[config.mk]
export PLATFORM = sky130hd
export DESIGN_NAME = chroma_range_stretch
export DESIGN_NICKNAME = d
export VERILOG_FILES = /design/src/hdl/crs_pkg.sv /design/src/hdl/crs_front.sv /design/src/hdl/crs_queue.sv /design/src/hdl/crs_back.sv /design/src/hdl/chroma_range_stretch.sv
export SDC_FILE = /design/constraint.sdc
export NUM_CORES = 1
export LEC_CHECK = 0
export BUFFER_PORTS_ARGS = -buffer_cell sky130_fd_sc_hd__clkbuf_2
export CAP_MARGIN = 20
export CORE_MARGIN = 1
export CORE_UTILIZATION = 62
export DETAILED_ROUTE_END_ITERATION = 8
export HOLD_SLACK_MARGIN = 0.1
export PLACE_DENSITY = 0.82
export SYNTH_ARGS = -nofsm -noshare
export SYNTH_HDL_FRONTEND = slang
export SYNTH_SLANG_ARGS = --single-unit
[constraint.sdc]
create_clock -name clock -period 10.4 [get_ports clock]
set_input_delay 1.56 -clock clock [delete_from_list [all_inputs] [get_ports clock]]
set_output_delay 1.56 -clock clock [all_outputs]
set_load 0.02 [all_outputs]
[src/hdl/crs_pkg.sv]
`timescale 1ns / 1ps
// -----------------------------------------------------------------------------
// crs_pkg
// Types and fixed constants shared by the chroma range stretch modules.
// -----------------------------------------------------------------------------
package crs_pkg;

   localparam int CHROMA_W    = 16;
   localparam int QUEUE_DEPTH = 2;
   localparam int QUEUE_PTR_W = (QUEUE_DEPTH > 1) ? $clog2(QUEUE_DEPTH) : 1;
   localparam int QUEUE_CNT_W = $clog2(QUEUE_DEPTH + 1);

   typedef enum logic [1:0] {
      OP_CLEAR   = 2'd0,
      OP_MEASURE = 2'd1,
      OP_APPLY   = 2'd2
   } op_type;

   // One apply pixel with the statistics that were current when it arrived.
   typedef struct packed {
      logic [CHROMA_W-1:0] lightness;
      logic [CHROMA_W-1:0] chroma;
      logic [CHROMA_W-1:0] hue;
      logic [CHROMA_W-1:0] alpha;
      logic [CHROMA_W-1:0] min_chroma;
      logic [CHROMA_W-1:0] max_chroma;
   } item_type;

   typedef enum logic [2:0] {
      BK_IDLE,
      BK_MUL,
      BK_DIV,
      BK_SAT,
      BK_HOLD
   } back_state_type;

endpackage

[src/hdl/crs_front.sv]
`timescale 1ns / 1ps
// -----------------------------------------------------------------------------
// crs_front
// Accepts pixels, keeps the chroma minimum and maximum, and forwards apply
// pixels with a snapshot of the statistics into the queue.
// -----------------------------------------------------------------------------
module crs_front
   import crs_pkg::*;
(
   input  logic                clock,
   input  logic                reset,
   input  logic                req_push,
   output logic                req_full,
   input  logic [1:0]          req_opcode,
   input  logic [CHROMA_W-1:0] req_in_lightness,
   input  logic [CHROMA_W-1:0] req_in_chroma,
   input  logic [CHROMA_W-1:0] req_in_hue,
   input  logic [CHROMA_W-1:0] req_in_alpha,
   input  logic                q_full,
   output logic                q_push,
   output item_type            q_item
);

   logic [CHROMA_W-1:0] min_ff, min_in;
   logic [CHROMA_W-1:0] max_ff, max_in;
   logic                accept;

   assign req_full = q_full;
   assign accept   = req_push && !q_full;

   always_comb begin
      min_in = min_ff;
      max_in = max_ff;
      q_push = 1'b0;
      if (accept) begin
         case (op_type'(req_opcode))
            OP_CLEAR: begin
               min_in = {CHROMA_W{1'b1}};
               max_in = '0;
            end
            OP_MEASURE: begin
               if (req_in_chroma < min_ff) min_in = req_in_chroma;
               if (req_in_chroma > max_ff) max_in = req_in_chroma;
            end
            OP_APPLY: begin
               q_push = 1'b1;
            end
            default: begin
            end
         endcase
      end
   end

   always_comb begin
      q_item.lightness  = req_in_lightness;
      q_item.chroma     = req_in_chroma;
      q_item.hue        = req_in_hue;
      q_item.alpha      = req_in_alpha;
      q_item.min_chroma = min_ff;
      q_item.max_chroma = max_ff;
   end

   always_ff @(posedge clock) begin
      if (reset) begin
         min_ff <= {CHROMA_W{1'b1}};
         max_ff <= '0;
      end else begin
         min_ff <= min_in;
         max_ff <= max_in;
      end
   end

endmodule

[src/hdl/crs_queue.sv]
`timescale 1ns / 1ps
// -----------------------------------------------------------------------------
// crs_queue
// Short register queue between the front and the back.
// -----------------------------------------------------------------------------
module crs_queue
   import crs_pkg::*;
(
   input  logic     clock,
   input  logic     reset,
   input  logic     push,
   input  item_type push_item,
   output logic     full,
   input  logic     pop,
   output logic     empty,
   output item_type pop_item
);

   item_type                 entry_ff [QUEUE_DEPTH];
   logic [QUEUE_PTR_W-1:0]   wr_ptr_ff, wr_ptr_in;
   logic [QUEUE_PTR_W-1:0]   rd_ptr_ff, rd_ptr_in;
   logic [QUEUE_CNT_W-1:0]   count_ff, count_in;
   logic                     do_push, do_pop;

   assign full     = (count_ff == QUEUE_CNT_W'(QUEUE_DEPTH));
   assign empty    = (count_ff == '0);
   assign do_push  = push && !full;
   assign do_pop   = pop && !empty;
   assign pop_item = entry_ff[rd_ptr_ff];

   always_comb begin
      wr_ptr_in = wr_ptr_ff;
      rd_ptr_in = rd_ptr_ff;
      count_in  = count_ff;
      if (do_push) begin
         wr_ptr_in = (wr_ptr_ff == QUEUE_PTR_W'(QUEUE_DEPTH - 1)) ? '0
                                                                  : wr_ptr_ff + 1'b1;
      end
      if (do_pop) begin
         rd_ptr_in = (rd_ptr_ff == QUEUE_PTR_W'(QUEUE_DEPTH - 1)) ? '0
                                                                  : rd_ptr_ff + 1'b1;
      end
      if (do_push && !do_pop) count_in = count_ff + 1'b1;
      else if (do_pop && !do_push) count_in = count_ff - 1'b1;
   end

   always_ff @(posedge clock) begin
      if (reset) begin
         wr_ptr_ff <= '0;
         rd_ptr_ff <= '0;
         count_ff  <= '0;
      end else begin
         wr_ptr_ff <= wr_ptr_in;
         rd_ptr_ff <= rd_ptr_in;
         count_ff  <= count_in;
      end
   end

   always_ff @(posedge clock) begin
      if (do_push) entry_ff[wr_ptr_ff] <= push_item;
   end

endmodule

[src/hdl/crs_back.sv]
`timescale 1ns / 1ps
// -----------------------------------------------------------------------------
// crs_back
// Stretches one queued pixel at a time: a multiply by full scale, a restoring
// division by the measured span, then saturation; an empty range skips both.
// -----------------------------------------------------------------------------
module crs_back
   import crs_pkg::*;
#(
   parameter int FRAC_BITS = 7
) (
   input  logic                clock,
   input  logic                reset,
   input  logic                q_empty,
   output logic                q_pop,
   input  item_type            q_item,
   output logic                rsp_empty,
   input  logic                rsp_pop,
   output logic [CHROMA_W-1:0] rsp_out_lightness,
   output logic [CHROMA_W-1:0] rsp_out_chroma,
   output logic [CHROMA_W-1:0] rsp_out_hue,
   output logic [CHROMA_W-1:0] rsp_out_alpha
);

   localparam int FULL_SCALE = 100 << FRAC_BITS;
   localparam int SCALE_W    = 7 + FRAC_BITS;
   localparam int PROD_W     = CHROMA_W + SCALE_W;
   localparam int CNT_W      = $clog2(PROD_W);
   localparam int TOP_VALUE  = (FULL_SCALE > 65535) ? 65535 : FULL_SCALE;
   localparam logic [PROD_W-1:0] TOP = PROD_W'(TOP_VALUE);

   back_state_type        state_ff, state_in;
   logic [CHROMA_W-1:0]   light_ff, light_in;
   logic [CHROMA_W-1:0]   chroma_ff, chroma_in;
   logic [CHROMA_W-1:0]   hue_ff, hue_in;
   logic [CHROMA_W-1:0]   alpha_ff, alpha_in;
   logic [CHROMA_W-1:0]   span_ff, span_in;
   logic [CHROMA_W-1:0]   num_ff, num_in;
   logic                  flat_ff, flat_in;
   logic [PROD_W-1:0]     quo_ff, quo_in;
   logic [CHROMA_W-1:0]   rem_ff, rem_in;
   logic [CNT_W-1:0]      cnt_ff, cnt_in;
   logic [CHROMA_W:0]     trial;
   logic [CHROMA_W:0]     diff;

   // One quotient bit per cycle; the dividend shifts out of the top of quo.
   assign trial = {rem_ff, quo_ff[PROD_W-1]};
   assign diff  = trial - {1'b0, span_ff};

   always_comb begin
      state_in  = state_ff;
      light_in  = light_ff;
      chroma_in = chroma_ff;
      hue_in    = hue_ff;
      alpha_in  = alpha_ff;
      span_in   = span_ff;
      num_in    = num_ff;
      flat_in   = flat_ff;
      quo_in    = quo_ff;
      rem_in    = rem_ff;
      cnt_in    = cnt_ff;
      q_pop     = 1'b0;
      rsp_empty = 1'b1;
      case (state_ff)
         BK_IDLE: begin
            if (!q_empty) begin
               q_pop     = 1'b1;
               light_in  = q_item.lightness;
               chroma_in = q_item.chroma;
               hue_in    = q_item.hue;
               alpha_in  = q_item.alpha;
               span_in   = q_item.max_chroma - q_item.min_chroma;
               flat_in   = (q_item.max_chroma <= q_item.min_chroma);
               num_in    = (q_item.chroma > q_item.min_chroma) ?
                           q_item.chroma - q_item.min_chroma : '0;
               state_in  = BK_MUL;
            end
         end
         BK_MUL: begin
            quo_in = PROD_W'(num_ff) * PROD_W'(FULL_SCALE);
            rem_in = '0;
            cnt_in = CNT_W'(PROD_W - 1);
            // An empty range passes the pixel through untouched.
            state_in = flat_ff ? BK_HOLD : BK_DIV;
         end
         BK_DIV: begin
            if (!diff[CHROMA_W]) begin
               rem_in = diff[CHROMA_W-1:0];
               quo_in = {quo_ff[PROD_W-2:0], 1'b1};
            end else begin
               rem_in = trial[CHROMA_W-1:0];
               quo_in = {quo_ff[PROD_W-2:0], 1'b0};
            end
            cnt_in = cnt_ff - 1'b1;
            if (cnt_ff == '0) state_in = BK_SAT;
         end
         BK_SAT: begin
            chroma_in = (quo_ff > TOP) ? TOP[CHROMA_W-1:0] : quo_ff[CHROMA_W-1:0];
            state_in  = BK_HOLD;
         end
         BK_HOLD: begin
            rsp_empty = 1'b0;
            if (rsp_pop) state_in = BK_IDLE;
         end
         default: begin
            state_in = BK_IDLE;
         end
      endcase
   end

   always_ff @(posedge clock) begin
      if (reset) begin
         state_ff <= BK_IDLE;
      end else begin
         state_ff <= state_in;
      end
   end

   always_ff @(posedge clock) begin
      light_ff  <= light_in;
      chroma_ff <= chroma_in;
      hue_ff    <= hue_in;
      alpha_ff  <= alpha_in;
      span_ff   <= span_in;
      num_ff    <= num_in;
      flat_ff   <= flat_in;
      quo_ff    <= quo_in;
      rem_ff    <= rem_in;
      cnt_ff    <= cnt_in;
   end

   assign rsp_out_lightness = light_ff;
   assign rsp_out_chroma    = chroma_ff;
   assign rsp_out_hue       = hue_ff;
   assign rsp_out_alpha     = alpha_ff;

endmodule

[src/hdl/chroma_range_stretch.sv]
`timescale 1ns / 1ps
// -----------------------------------------------------------------------------
// chroma_range_stretch
// Clear and measure transfers give no result. An apply pixel's result is held
// in the back end after the multiply, the restoring division and saturation;
// an empty range skips the division and saturation and passes it through.
// The back end works on one apply pixel at a time and takes the next from the
// queue only once the current result has been popped.
// Synchronous reset sets the minimum to all ones, the maximum to zero and
// empties the queue and the result register.
// -----------------------------------------------------------------------------
module chroma_range_stretch
   import crs_pkg::*;
#(
   parameter int CHROMA_FRAC_BITS = 7
) (
   input  logic                clock,
   input  logic                reset,
   input  logic                req_push,
   output logic                req_full,
   input  logic [1:0]          req_opcode,
   input  logic [CHROMA_W-1:0] req_in_lightness,
   input  logic [CHROMA_W-1:0] req_in_chroma,
   input  logic [CHROMA_W-1:0] req_in_hue,
   input  logic [CHROMA_W-1:0] req_in_alpha,
   output logic                rsp_empty,
   input  logic                rsp_pop,
   output logic [CHROMA_W-1:0] rsp_out_lightness,
   output logic [CHROMA_W-1:0] rsp_out_chroma,
   output logic [CHROMA_W-1:0] rsp_out_hue,
   output logic [CHROMA_W-1:0] rsp_out_alpha
);

   logic     q_push, q_full, q_pop, q_empty;
   item_type q_push_item, q_pop_item;

   crs_front u_front (
      .clock            (clock),
      .reset            (reset),
      .req_push         (req_push),
      .req_full         (req_full),
      .req_opcode       (req_opcode),
      .req_in_lightness (req_in_lightness),
      .req_in_chroma    (req_in_chroma),
      .req_in_hue       (req_in_hue),
      .req_in_alpha     (req_in_alpha),
      .q_full           (q_full),
      .q_push           (q_push),
      .q_item           (q_push_item)
   );

   crs_queue u_queue (
      .clock     (clock),
      .reset     (reset),
      .push      (q_push),
      .push_item (q_push_item),
      .full      (q_full),
      .pop       (q_pop),
      .empty     (q_empty),
      .pop_item  (q_pop_item)
   );

   crs_back #(
      .FRAC_BITS (CHROMA_FRAC_BITS)
   ) u_back (
      .clock             (clock),
      .reset             (reset),
      .q_empty           (q_empty),
      .q_pop             (q_pop),
      .q_item            (q_pop_item),
      .rsp_empty         (rsp_empty),
      .rsp_pop           (rsp_pop),
      .rsp_out_lightness (rsp_out_lightness),
      .rsp_out_chroma    (rsp_out_chroma),
      .rsp_out_hue       (rsp_out_hue),
      .rsp_out_alpha     (rsp_out_alpha)
   );

endmodule
== Word level (Yosys, flattened, before mapping) ==
Memories as Yosys holds them, arrays and structs flattened. A register that Yosys moved wholly into a read port is not among the register bits.
Index checks and enable logic that the tools add are counted.
W data, S select, Z words.
Word-level totals
  input bits: 70
  register bits: 187
  output and inout port bits: 66
  RAM bits: 192
  memories: 1
Cells by class
  bitwise operators: 1
  $mul: 1
  reductions and logical operators: 22
  $lt $le $gt $ge: 5
  add/subtract/negate cells: 8
  equal/unequal tests: 12
  mux-type cells: 30
Memories
  u_queue.entry_ff: depth 2, bits a word 96, read ports 1, clocked after memory_dff 1, write ports 1, line crs_queue.sv:19  | item_type entry_ff [QUEUE_DEPTH];
Operators by type and width (number)
  $pmux W16 S2: 4
  $mux W16: 5
  $pmux W30 S2: 1
  $gt A16 B16 Y1: 2
  $sub A16 B16 Y16: 2
  $gt A30 B14 Y1 const B: 1
  $mul A16 B5 Y21 const B: 1
  $sub A17 B16 Y17: 1
  $le A16 B16 Y1: 1
  $lt A16 B16 Y1: 1
  $pmux W3 S5: 1
  $mux W1: 12
  $mux W3: 4
  $pmux W5 S2: 1
  $reduce_and A3 Y1: 3
  $reduce_bool A2 Y1: 4
  $eq A3 B2 Y1 const B: 2
  $ne A2 B1 Y1 const B: 3
  $logic_and A1 B1 Y1: 5
  $logic_not A5 Y1: 1
  $sub A5 B1 Y5 const B: 1
  $eq A2 B2 Y1 const B: 2
  $logic_not A1 Y1: 4
  $logic_not A2 Y1: 2
  other kinds (11): 15

== Depth between registers and ports, before layout ==
Gate-level depths: netlist (run 1).
  depth after elaboration: 9
  mapped depth: 15
  mapped depth without buffers: 13

== Modules after synthesis ==
Synthesis (run 1) repeated with hierarchy kept, for this count alone.
Second synthesis, totals
  cells, all modules: 1432
  area total of the unflattened synthesis: 18965.7 sq um
By module, submodules not included
  crs_back: instances 1, area an instance 9326.4 sq um, cells an instance 852, sequential area each 4504.3 sq um
  crs_queue: instances 1, area an instance 7307.0 sq um, cells an instance 324, sequential area each 5865.6 sq um
  crs_front: instances 1, area an instance 2332.2 sq um, cells an instance 256, sequential area each 640.6 sq um

== Least setup slack after synthesis (run 1) ==
Ideal clock, no wire load.
  path type: input to register
  from: input port req_push
  to: memory u_queue.entry_ff[0][0] (netlist name) (enable)
  stages on the path: 3
  buffers on the path: 0
  arrival: 6.109 ns
  path slack: 3.739 ns
  library setup time: 0.552 ns
  data required time: 9.848 ns
  cell sequence: nand2b_4 or3b_2 nor2_1
On the way
  word-level cells in the longest chain between the ends: 5
Ends and longest elaborated chain
  from (decl): line chroma_range_stretch.sv:19  | input logic req_push,
  $logic_and A1 B1 Y1: line crs_front.sv:29  | assign accept = req_push && !q_full;
  $mux W1: line crs_front.sv:35  | if (accept) begin
  $logic_and A1 B1 Y1: line crs_queue.sv:27  | assign do_push = push && !full;
  $mux W1: line crs_queue.sv:60  | if (do_push) entry_ff[wr_ptr_ff] <= push_item;
  $mux W1 (implied by the code): line crs_queue.sv:60
  to (decl): line crs_queue.sv:19
No other way between the ends.

==> results.md, run 1 <==
- Status: completed
- CTS Root Cell: clkbuf_16
- Hold Buf Count CTS: 0
- FF-to-FF setup slack: 6.22 ns
- Antenna viol nets, final: 0
- FFs w/ async S/R, synth: 0%
- Clock latency on the worst-skew pair: 0.56 ns
- Count of cell types in the netlist: 77
- Slew HR: 29.16%
- DIE WIDTH: 175.9 um
- Synthesized cell area: 18760 um^2
- IO Port Bufs: 135
- CP peak stage delay: 0.75 ns
- Tmin final: 4.179 ns
- Number of synthesized flops with an enable pin: 340
- Worst hold start: u_back.flat_ff
- Initial Util: 63.11%
- Syn_nets: 1676
- RSZ-0062 raised after global routing: false
- Arrival time worst endpoint: 4.54 ns
- Cell taking the most area after synthesis: edfxtp_1
- Class of the most critical setup path: flip-flop to flip-flop
- Die H: 175.9 um
- Int Pwr: 4.329 mW
- Clock Sinks: 380
- Post-layout net count: 1825
- Worst Setup Start Kind: flip-flop
- Share of cells above drive strength 1: 19.41%
- Largest net degree at the start of global routing: 57
- Multi-input logic area: 7102 um^2
- Area delta synth->final: 13.34%
- P_sw: 2.705 mW
- Drc violations: 0
- Num ports: 136
- DR pass1 iterations: 5
- Initial DRC count: 1289
- Initial antenna violation count: 0
- Number of cells produced by synthesis: 1458
- Fin crit share: 40.18%
- Global-route wire length before repair: 62.69 mm
- Worst slew pin tran: 1.063 ns
- # Max-Cap Violations: 0
- Logic pwr share: 45.8%
- Top cells by area, synth: edfxtp_1 (54%), ha_1 (8.9%), mux2_2 (4.6%), dfxtp_1 (4.3%), mux2i_1 (3.1%)
- Register area share after synthesis: 58.71%
- Max Freq: 239.3 MHz
- Req. time, crit path: 10.76 ns
- Peak supply drop: 241.0 uV
- Final hold violations: 0
- Cts bufs inserted: 39
- Top fanout value on the critical path: 53
- Syn Area/Cell: 12.86 um^2
- Sequential cell area: 11010 um^2
- Final Skew: 0.02859 ns
- Row Count: 63
- Core area: 29720 um^2
- FF+latch count, synth: 380
- Synth warn: 0
- Vias: 11969
- Diodes inserted: 0
- Flop pwr share: 33.4%
- Worst Setup End Kind: flip-flop
- CTS tree: done
- Clk slew on worst S/H paths: 0.06 ns
- Slowest-stage cell, CP: dfxtp_4
- HP Class: flip-flop to flip-flop
- Main synth FF type: edfxtp_1
- Drt wl/cell: 19.76 um
- Number of fill cells: 1926
- PostCTS Resize Cnt: 0
- Share of the synthesized area in the top cell type: 54.44%
- RD Place Congestion: 0.9547
- Routed Wire Length: 40.07 mm
- CP Cell Sequence: buf_4 > mux2_2 > ha_1 > nand3_1 > or3_1 > o211a_1 > or2_1 > a2111oi_2
- Net Sw Frac: 38.46%
- Endpoints failing setup: 0
- Max Transition Viols Final: 0
- Setup TNS: 0 ns
- H-tree Lvls: 2
- Postcts setup bufs: 0
- Pwr per Cell Area: 330.9 nW/um^2
- Vias per cell: 5.902
- Die area: 30950 um^2
- Final total power: 7.035 mW
- Clk buf depth: 3
- Pleak: 8.427 nW
- Vias in the first global route: 11866
- Total GRT Usage: 26.17%
- Post-DP HPWL: 27.72 mm
- Grt ovf: 0
- Proportion of power drawn by the clock network: 20.9%
-- placed cells by master (no fill, tap or decap), drive strengths merged, types with 4 or more instances in the layout --
| master | instances |
|---|---|
| edfxtp | 340 |
| clkbuf | 187 |
| ha | 134 |
| inv | 126 |
| nor2 | 119 |
| nand2 | 95 |
| mux2 | 77 |
| o21ai | 61 |
| a21oi | 60 |
| mux2i | 59 |
| dfxtp | 40 |
| xnor2 | 28 |
| a21o | 24 |
| nor3 | 23 |
| xor2 | 19 |
| nand3 | 18 |
| nand4 | 14 |
| fa | 14 |
| clkinv | 14 |
| buf | 14 |
| o21a | 13 |
| a211oi | 13 |
| nand2b | 11 |
| nor2b | 10 |
| nor4 | 10 |
| a22o | 9 |
| and3 | 9 |
| o211ai | 8 |
| a31oi | 7 |
| nor3b | 7 |
| or3 | 6 |
| bufinv | 6 |
| or2 | 6 |
| and2 | 5 |
| a211o | 5 |
| o31ai | 5 |
| o31a | 4 |
| o2111ai | 4 |
-- per-stage QoR --
stage                     util [%]  cells  area (um^2)  setup slack, ns  hold slack [ns]
after floorplan                  -   1458        18760            3.739           0.4473
after global placement       66.73   1952        19830            5.965           0.4622
after detailed placement     66.73   1952        19830            5.913           0.4697
after CTS                    71.30   2024        21190            6.234           0.4811
after global routing         71.53   2028        21260            5.958           0.5046
final                        71.53   2028        21260            6.221           0.4738
-- path summary, 6_finish.rpt --
kind	cells after the start	to
max	8	u_back.num_ff[14]
min	1	u_back.state_ff[1]
max reg2reg	8	u_back.num_ff[14]
min reg2reg	1	u_back.state_ff[1]
-- per-layer routing --
layer / vias up / track usage [%] / routed length [um]
met5: - / 0 / 0
met4: 0 / 7.246 / 808
met3: 64 / 4.048 / 2716
met2: 450 / 44.65 / 19790
met1: 5808 / 34.87 / 16750
li1: 5647 / - / -
-- area by class of cell --
class / count / share of cell area, %
flip-flops and latches: 380 / 51.81
inverters: 126 / 2.231
multi-input cells: 911 / 33.41
well taps: 390 / 2.295
clock inverters: 20 / 1.477
repair buffers: 149 / 3.861
clock buffers: 52 / 4.915
-- kinds of logic (layout without fill, tap and decap cells) --
logic type               count (synthesis)  count (layout)  share of synthesized area [%]
buffers and inverters                  167             347                          3.549
AO/OA/AOI/OAI                          234             234                          8.406
XOR/XNOR                                47              47                          2.195
flip-flops                             380             380                          58.71
adder cells (fa/ha/maj)                148             148                          10.43
AND/OR/NAND/NOR                        346             346                          8.939
multiplexers                           136             136                          7.772
-- Yosys cell counts (6+ instances only) --
| cell type | instances |
|---|---|
| a21o_1 | 24 |
| a31oi_1 | 7 |
| or3_1 | 6 |
| dfxtp_1 | 40 |
| o21ai_0 | 51 |
| ha_1 | 134 |
| nor4_1 | 9 |
| nor2_1 | 116 |
| xnor2_1 | 28 |
| nand3_1 | 17 |
| nand2_1 | 95 |
| a22o_1 | 9 |
| xor2_1 | 19 |
| and3_1 | 9 |
| o211ai_1 | 6 |
| clkbuf_1 | 32 |
| edfxtp_1 | 340 |
| nor2b_1 | 9 |
| nor3_1 | 21 |
| a21oi_1 | 58 |
| mux2i_1 | 59 |
| inv_1 | 126 |
| nand2b_1 | 10 |
| nand4_1 | 14 |
| o21ai_1 | 8 |
| nor3b_1 | 7 |
| o21a_1 | 13 |
| a211oi_1 | 12 |
| fa_1 | 14 |
| mux2_2 | 77 |
-- power groups by stage --
stage,Sequential [mW],Combinational [mW],Clock (mW)
3_3_place_gp,2.37,3.06,0
5_1_grt,2.38,3.60,1.54
2_1_floorplan,2.47,2.36,0
4_1_cts,2.35,3.19,1.48
3_5_place_dp,2.37,3.15,0
6_report,2.35,3.22,1.47
-- worst max-delay path: cells and delay by family, from the launching register on --
family / cells / cell delay, ns
buffers and inverters: 1 / 0.71
adder cells (fa/ha/maj): 1 / 0.40
flip-flops: 1 / 0.75
AO/OA/AOI/OAI: 2 / 0.58
AND/OR/NAND/NOR: 3 / 0.95
multiplexers: 1 / 0.47
-- registers in the layout (all words and copies together) (netlist names), named ones only --
name / count
u_back.rsp_out_chroma: 16
u_back.rsp_out_hue: 16
u_queue.count_ff: 2
u_back.cnt_ff: 5
u_back.rem_ff: 16
u_queue.wr_ptr_ff: 1
u_queue.entry_ff: 192
u_back.rsp_out_alpha: 16
u_back.flat_ff: 1
u_back.quo_ff: 30
u_back.rsp_out_lightness: 16
u_queue.rd_ptr_ff: 1
u_front.min_ff: 16
u_back.span_ff: 16
u_back.num_ff: 16
u_front.max_ff: 16
u_back.state_ff: 3
(Power assumes the default switching activity.)
==> run 2: changes to the inputs <==
- CORE_UTILIZATION: 62 -> 61
- PLACE_DENSITY: 0.82 -> 0.81
- clock period: 10.4 -> 3.9 ns (I/O delays scaled with it)
==> run 2 against run 1 <==
Combinational power grew to 2.7 times the previous value. Clock skew is 0.018 ns lower. Design area is 0.15% lower. Register-to-register slack worse by 6.1 ns. Clock power up 150%. Fmax grew 12%. Highest routed layer unchanged.
==> results.md, run 2 (synthesis gave the netlist of run 1 again) <==
- Final Skew: 0.01083 ns (-0.01776 ns)
- HP Class: input pin to flip-flop
- Grt ovf: 0 (unchanged)
- Pwr per Cell Area: 878.8 nW/um^2 (+170%)
- Die area: 31450 um^2 (+1.6%)
- Worst hold start: req_in_alpha[8]
- # Max-Cap Violations: 0 (unchanged)
- Reg-to-Reg Start: u_back.num_ff[2]
- Initial antenna violation count: 0 (unchanged)
- Post-layout net count: 1836 (+0.60%)
- CTS Root Cell: clkbuf_16
- Vias in the first global route: 11787 (-0.67%)
- Total GRT Usage: 24.89% (-1.3 points)
- Top fanout value on the critical path: 3 (-94%)
- Worst Setup End Kind: flip-flop
- Slowest-stage cell, CP: fa_1
- Tmin final: 3.746 ns (-0.4330 ns)
- Class of the most critical setup path: flip-flop to flip-flop
- Reg with most FFs: u_queue.entry_ff
- Largest net degree at the start of global routing: 58 (+1.8%)
- Commonest non-fill, non-tap cells in the layout: edfxtp_1 (340), clkbuf_2 (135), ha_1 (133), inv_1 (125), nor2_1 (113)
- Pleak: 8.412 nW (-0.18%)
- Postcts setup bufs: 0 (unchanged)
- Endpoints failing setup: 0 (unchanged)
- Initial DRC count: 938 (-27%)
- Vias: 11981 (+0.10%)
- Worst slew pin tran: 0.9722 ns (-0.09033 ns)
- Post-DP HPWL: 27.35 mm (-1.3%)
- Most common cell after layout, fill and taps aside: edfxtp_1
- Design Area, Final: 21230 um^2 (-0.15%)
- Global-route wire length before repair: 60.57 mm (-3.4%)
- Share of cells above drive strength 1: 19.98% (+0.56 points)
- Max Transition Viols Final: 0 (unchanged)
- DR pass1 iterations: 7 (+2)
- CP Cell Sequence: ha_1 > ha_1 > fa_1 > ha_1 > a21oi_1 > nor3_1 > or3b_1 > o31a_1 > a211o_1 > xnor2_1 > a21oi_1
- Slew HR: 34.88% (+5.7 points)
- CP most frequent cell: ha_1
- Final hold violations: 0 (unchanged)
- Max reg flops: 192 (unchanged)
- H-tree Lvls: 2 (unchanged)
- FF-to-FF setup slack: 0.15 ns (-6.07 ns)
- RSZ-0062 raised after global routing: false
- Max Freq: 267.0 MHz (+12%)
- Setup TNS: 0 ns (unchanged)
- Final core occ: 70.86% (-0.67 points)
- Clock latency on the worst-skew pair: 0.53 ns (-0.03 ns)
- Initial Util: 62.61% (-0.50 points)
- Worst setup startpoint: u_back.num_ff[2]
- Arrival time worst endpoint: 3.99 ns (-0.55 ns)
- Peak supply drop: 661.4 uV (+170%)
- Largest regs: u_queue.entry_ff: 192 flops, u_back.quo_ff: 30 flops
- Drt wl/cell: 19.01 um (-3.8%)
- RD Place Congestion: 0.9022 (-5.5%)
- IO Port Bufs: 135 (unchanged)
- Core area: 29950 um^2 (+0.80%)
- Multi-input logic area: 7116 um^2 (+0.19%)
- Die H: 177.3 um (+0.81%)
- Req. time, crit path: 4.14 ns (-6.62 ns)
- Clock Sinks: 380 (unchanged)
- Routed Wire Length: 38.72 mm (-3.4%)
- Placed Area: 19970 um^2 (+0.73%)
- Num ports: 136 (unchanged)
- Row Count: 63 (unchanged)
- Sequential cell area: 11010 um^2 (unchanged)
- CTS tree: done
- PostCTS Resize Cnt: 0 (unchanged)
- Diodes inserted: 0 (unchanged)
- Fin crit share: 96.05% (+56 points)
- Clk buf depth: 3 (unchanged)
- Antenna viol nets, final: 0 (unchanged)
- Drc violations: 0 (unchanged)
- Status: completed
- DIE WIDTH: 177.3 um (+0.81%)
- Clk slew on worst S/H paths: 0.06 ns (about the same)
- Hold Buf Count CTS: 0 (unchanged)
- Area delta synth->final: 13.18%
- Number of fill cells: 2014 (+4.6%)
- Vias per cell: 5.882 (-0.34%)
- Cts bufs inserted: 38 (-2.6%)
- CP peak stage delay: 0.46 ns (-0.29 ns)
- Place WS: 0.09966 ns (-5.813 ns)
- Worst Setup Start Kind: flip-flop
- Final worst setup slack: 0.1541 ns (-6.067 ns)
-- run 2: cell count changes in the layout (fill, tap and decap cells not counted), sizes merged --
cell / before / now
buf: 14 / 26
bufinv: 6 / 4
clkbuf: 187 / 179
clkinv: 14 / 16
clkinvlp: 0 / 4
inv: 126 / 127
-- run 2: layer usage --
| layer | wire length (um) | track usage (%) | vias up |
|---|---|---|---|
| met2 | 18800 | 42.40 | 410 |
| met5 | 0 | 0 | - |
| met1 | 16580 | 32.50 | 5811 |
| met3 | 2341 | 4.884 | 84 |
| met4 | 984 | 6.873 | 0 |
| li1 | - | - | 5676 |
-- run 2: worst paths after layout --
path / to / cells past startpoint
worst max-delay path: u_back.quo_ff[29] / 11
worst min register to register: u_queue.entry_ff[1][26] / 0
worst max register to register: u_back.quo_ff[29] / 11
worst min-delay path: u_queue.entry_ff[1][40] / 1
-- run 2: critical path, delay by kind of cell (launching register included) --
kind | cells | cell delay (ns)
fa+ha+maj | 4 | 1.45
simple gates | 2 | 0.50
flops | 1 | 0.44
compound gates | 4 | 0.92
xor+xnor | 1 | 0.16
-- run 2: report_power, final --
part / total, mW / internal, mW / switching (mW)
combinational: 8.85 / 3.54 / 5.31
clock: 3.62 / 2.08 / 1.54
sequential: 6.19 / 5.79 / 0.400
total: 18.7 / 11.4 / 7.25
-- run 2: stage by stage --
stage          hold slack, ns  total power, mW  cells
6_report               0.2398            18.65   2037
5_1_grt                0.2276            19.91   2037
4_1_cts                0.2266            18.58   2036
3_5_place_dp           0.4773            14.87   1967
3_3_place_gp           0.4661            14.56   1966
2_1_floorplan          0.4473            12.87   1458
-- run 2: area by class of cell --
class	instances	share of cell area (%)
repair buffers	161	4.256
inverters	126	2.234
flip-flops and latches	380	51.89
multi-input cells	911	33.52
clock buffers	44	4.586
clock inverters	25	1.214
well taps	390	2.299
==> run 3: changes to the inputs <==
--- a/config.mk
+++ b/config.mk
@@ -10,6 +10,6 @@
 export CORE_MARGIN = 1
-export CORE_UTILIZATION = 61
+export CORE_UTILIZATION = 30
 export DETAILED_ROUTE_END_ITERATION = 8
 export HOLD_SLACK_MARGIN = 0.1
-export PLACE_DENSITY = 0.81
+export SKIP_LAST_GASP = 1
 export SYNTH_ARGS = -nofsm -noshare
--- a/constraint.sdc
+++ b/constraint.sdc
@@ -3,2 +3,2 @@
 set_output_delay 0.585 -clock clock [all_outputs]
-set_load 0.02 [all_outputs]
+set_load 0.005 [all_outputs]
==> run 3 against run 2 <==
Non-clock buffer count down 1. Final cell count up 22%. Sequential share of layout area down 1.9 points. Sequential cell count unchanged. Sequential power about the same. Fmax up 0.18%. Design area up 3.8%.
==> results.md, run 3 (synthesis gave the netlist of run 1 again) <==
- Status: completed
- Clk buf depth: 3 (unchanged)
- Clock latency on the worst-skew pair: 0.59 ns (+0.06 ns)
- Pwr per Cell Area: 857.8 nW/um^2 (-2.4%)
- Core area: 61710 um^2 (+110%)
- CP most frequent cell: ha_1
- Initial DRC count: 648 (-31%)
- Largest net degree at the start of global routing: 93 (+60%)
- Initial Util: 30.39% (-32 points)
- Total GRT Usage: 13.07% (-12 points)
- Pleak: 8.515 nW (+1.2%)
- DIE WIDTH: 252.0 um (+42%)
- Post-DP HPWL: 29.68 mm (+8.5%)
- Class of the most critical setup path: flip-flop to flip-flop
- Die H: 252.0 um (+42%)
- Worst Setup End Kind: flip-flop
- Fin crit share: 95.88% (-0.17 points)
- Crit path max-delay family: adder cells
- Antenna viol nets, final: 0 (unchanged)
- H-tree Lvls: 2 (unchanged)
- DR pass1 iterations: 5 (-2)
- Routed Wire Length: 41.20 mm (+6.4%)
- Row Count: 91 (+44%)
- Slew HR: 33.72% (-1.2 points)
- Largest regs: u_queue.entry_ff: 192 flops, u_back.quo_ff: 30 flops
- Diodes inserted: 0 (unchanged)
- CP bufs+invs: 3 (+3)
- Top fanout value on the critical path: 4 (+1)
- HP Class: input pin to flip-flop
- Clk slew on worst S/H paths: 0.06 ns (about the same)
- CP Cell Sequence: buf_4 > ha_1 > ha_1 > inv_1 > fa_1 > inv_1 > ha_1 > nand4_1 > nor3_1 > or3b_1 > o31a_1 > a211o_1 > xnor2_1 > a21oi_1
- RSZ-0062 raised after global routing: false
- Share of cells above drive strength 1: 20.53% (+0.56 points)
- Slowest-stage cell, CP: fa_1
- Req. time, crit path: 4.20 ns (+0.06 ns)
- Max reg flops: 192 (unchanged)
- Vias: 11706 (-2.3%)
- Tmin final: 3.739 ns (-0.006695 ns)
- Worst Setup Start Kind: flip-flop
- Num ports: 136 (unchanged)
- Design Area, Final: 22030 um^2 (+3.8%)
- Final Skew: 0.02911 ns (+0.01828 ns)
- Area delta synth->final: 17.46%
- Post-layout net count: 1840 (+0.22%)
- Drc violations: 0 (unchanged)
- Vias per cell: 4.696 (-20%)
- Arrival time worst endpoint: 4.04 ns (+0.05 ns)
- Commonest non-fill, non-tap cells in the layout: edfxtp_1 (340), clkbuf_2 (135), ha_1 (132), inv_1 (125), nor2_1 (113)
- Hold Buf Count CTS: 0 (unchanged)
- Max Transition Viols Final: 0 (unchanged)
- Die area: 63520 um^2 (+100%)
- CP peak stage delay: 0.49 ns (+0.03 ns)
- CTS tree: done
- Drt wl/cell: 16.53 um (-13%)
- Most common cell after layout, fill and taps aside: edfxtp_1
- Final hold violations: 0 (unchanged)
- Placed Area: 20530 um^2 (+2.8%)
- Reg with most FFs: u_queue.entry_ff
- Max Freq: 267.4 MHz (+0.18%)
- Vias in the first global route: 11974 (+1.6%)
- Initial antenna violation count: 5 (+5)
- Worst slew pin tran: 0.9895 ns (+0.01732 ns)
- Endpoints failing setup: 0 (unchanged)
- RD Place Congestion: 0.8400 (-6.9%)
- CTS Root Cell: clkbuf_16
- Grt ovf: 0 (unchanged)
- Number of fill cells: 6061 (+200%)
- Cts bufs inserted: 43 (+13%)
- Peak supply drop: 567.9 uV (-14%)
- Clock Sinks: 380 (unchanged)
- Global-route wire length before repair: 65.05 mm (+7.4%)
- Hold Slack: 0.1892 ns (-0.05063 ns)
- IO Port Bufs: 135 (unchanged)
- # Max-Cap Violations: 0 (unchanged)
-- run 3: cell count changes in the layout (fill, tap and decap cells not counted), moves of 2 or more --
cell and change:
clkinv_4 +2, buf_4 -2, clkinv_2 -3, bufinv_16 +2, clkbuf_8 +3, a21oi_2 +2
clkbuf_16 +5
-- run 3: worst paths after layout --
check        slack [ns]  cells past startpoint                       to              start
max reg2reg        0.16                     14        u_back.quo_ff[29]   u_back.num_ff[5]
min reg2reg        0.48                      0   u_queue.entry_ff[1][4]  u_front.max_ff[4]
min                0.19                      1  u_queue.entry_ff[0][35]    req_in_alpha[3]
max                0.16                     14        u_back.quo_ff[29]   u_back.num_ff[5]
-- run 3: cell type report --
| class | instances | area, um^2 | share of cell area [%] |
|---|---|---|---|
| flip-flops and latches | 380 | 11010 | 50.00 |
| multi-input cells | 911 | 7124 | 32.34 |
| clock buffers | 52 | 1140 | 5.174 |
| well taps | 837 | 1047 | 4.754 |
| repair buffers | 160 | 904.6 | 4.106 |
| inverters | 126 | 474.2 | 2.153 |
| clock inverters | 27 | 325.3 | 1.477 |
-- run 3: per-stage QoR --
step | worst slack [ns] | utilization (%) | total power [mW] | cells | TNS [ns]
2_1_floorplan | -0.1761 | - | 12.49 | 1458 | -33.82
3_3_place_gp | 0.1462 | 33.26 | 14.49 | 2412 | 0
3_5_place_dp | 0.06796 | 33.28 | 14.68 | 2413 | 0
4_1_cts | 0.05640 | 35.65 | 18.99 | 2492 | 0
5_1_grt | 0.001420 | 35.70 | 20.44 | 2493 | 0
6_report | 0.1608 | 35.70 | 18.90 | 2493 | 0
-- run 3: power breakdown --
group,switching [mW],internal [mW],leakage (nW)
Sequential,0.378,5.79,3.42
Clock,1.65,2.50,0.704
Combinational,4.99,3.59,4.40
-- run 3: repair_timing --
item,CTS,global route
buffers inserted,0,1
resized for setup,0,4
endpoints found under the setup margin,0,3
-- run 3: worst register-to-register path: stages (launching register included) --
cell,delay [ns]
edfxtp_1,0.39
buf_4,0.16
ha_1,0.29
ha_1,0.28
inv_1,0.05
fa_1,0.49
inv_1,0.04
ha_1,0.34
nand4_1,0.14
nor3_1,0.07
or3b_1,0.40
o31a_1,0.30
a211o_1,0.29
xnor2_1,0.16
a21oi_1,0.08
-- run 3: metal layers --
layer | wire length (um) | GRT usage [%] | up-vias
met5 | 52 | 0 | -
met2 | 18570 | 20.64 | 295
li1 | - | - | 5692
met1 | 18320 | 16.73 | 5638
met4 | 949 | 4.190 | 8
met3 | 3314 | 4.498 | 73
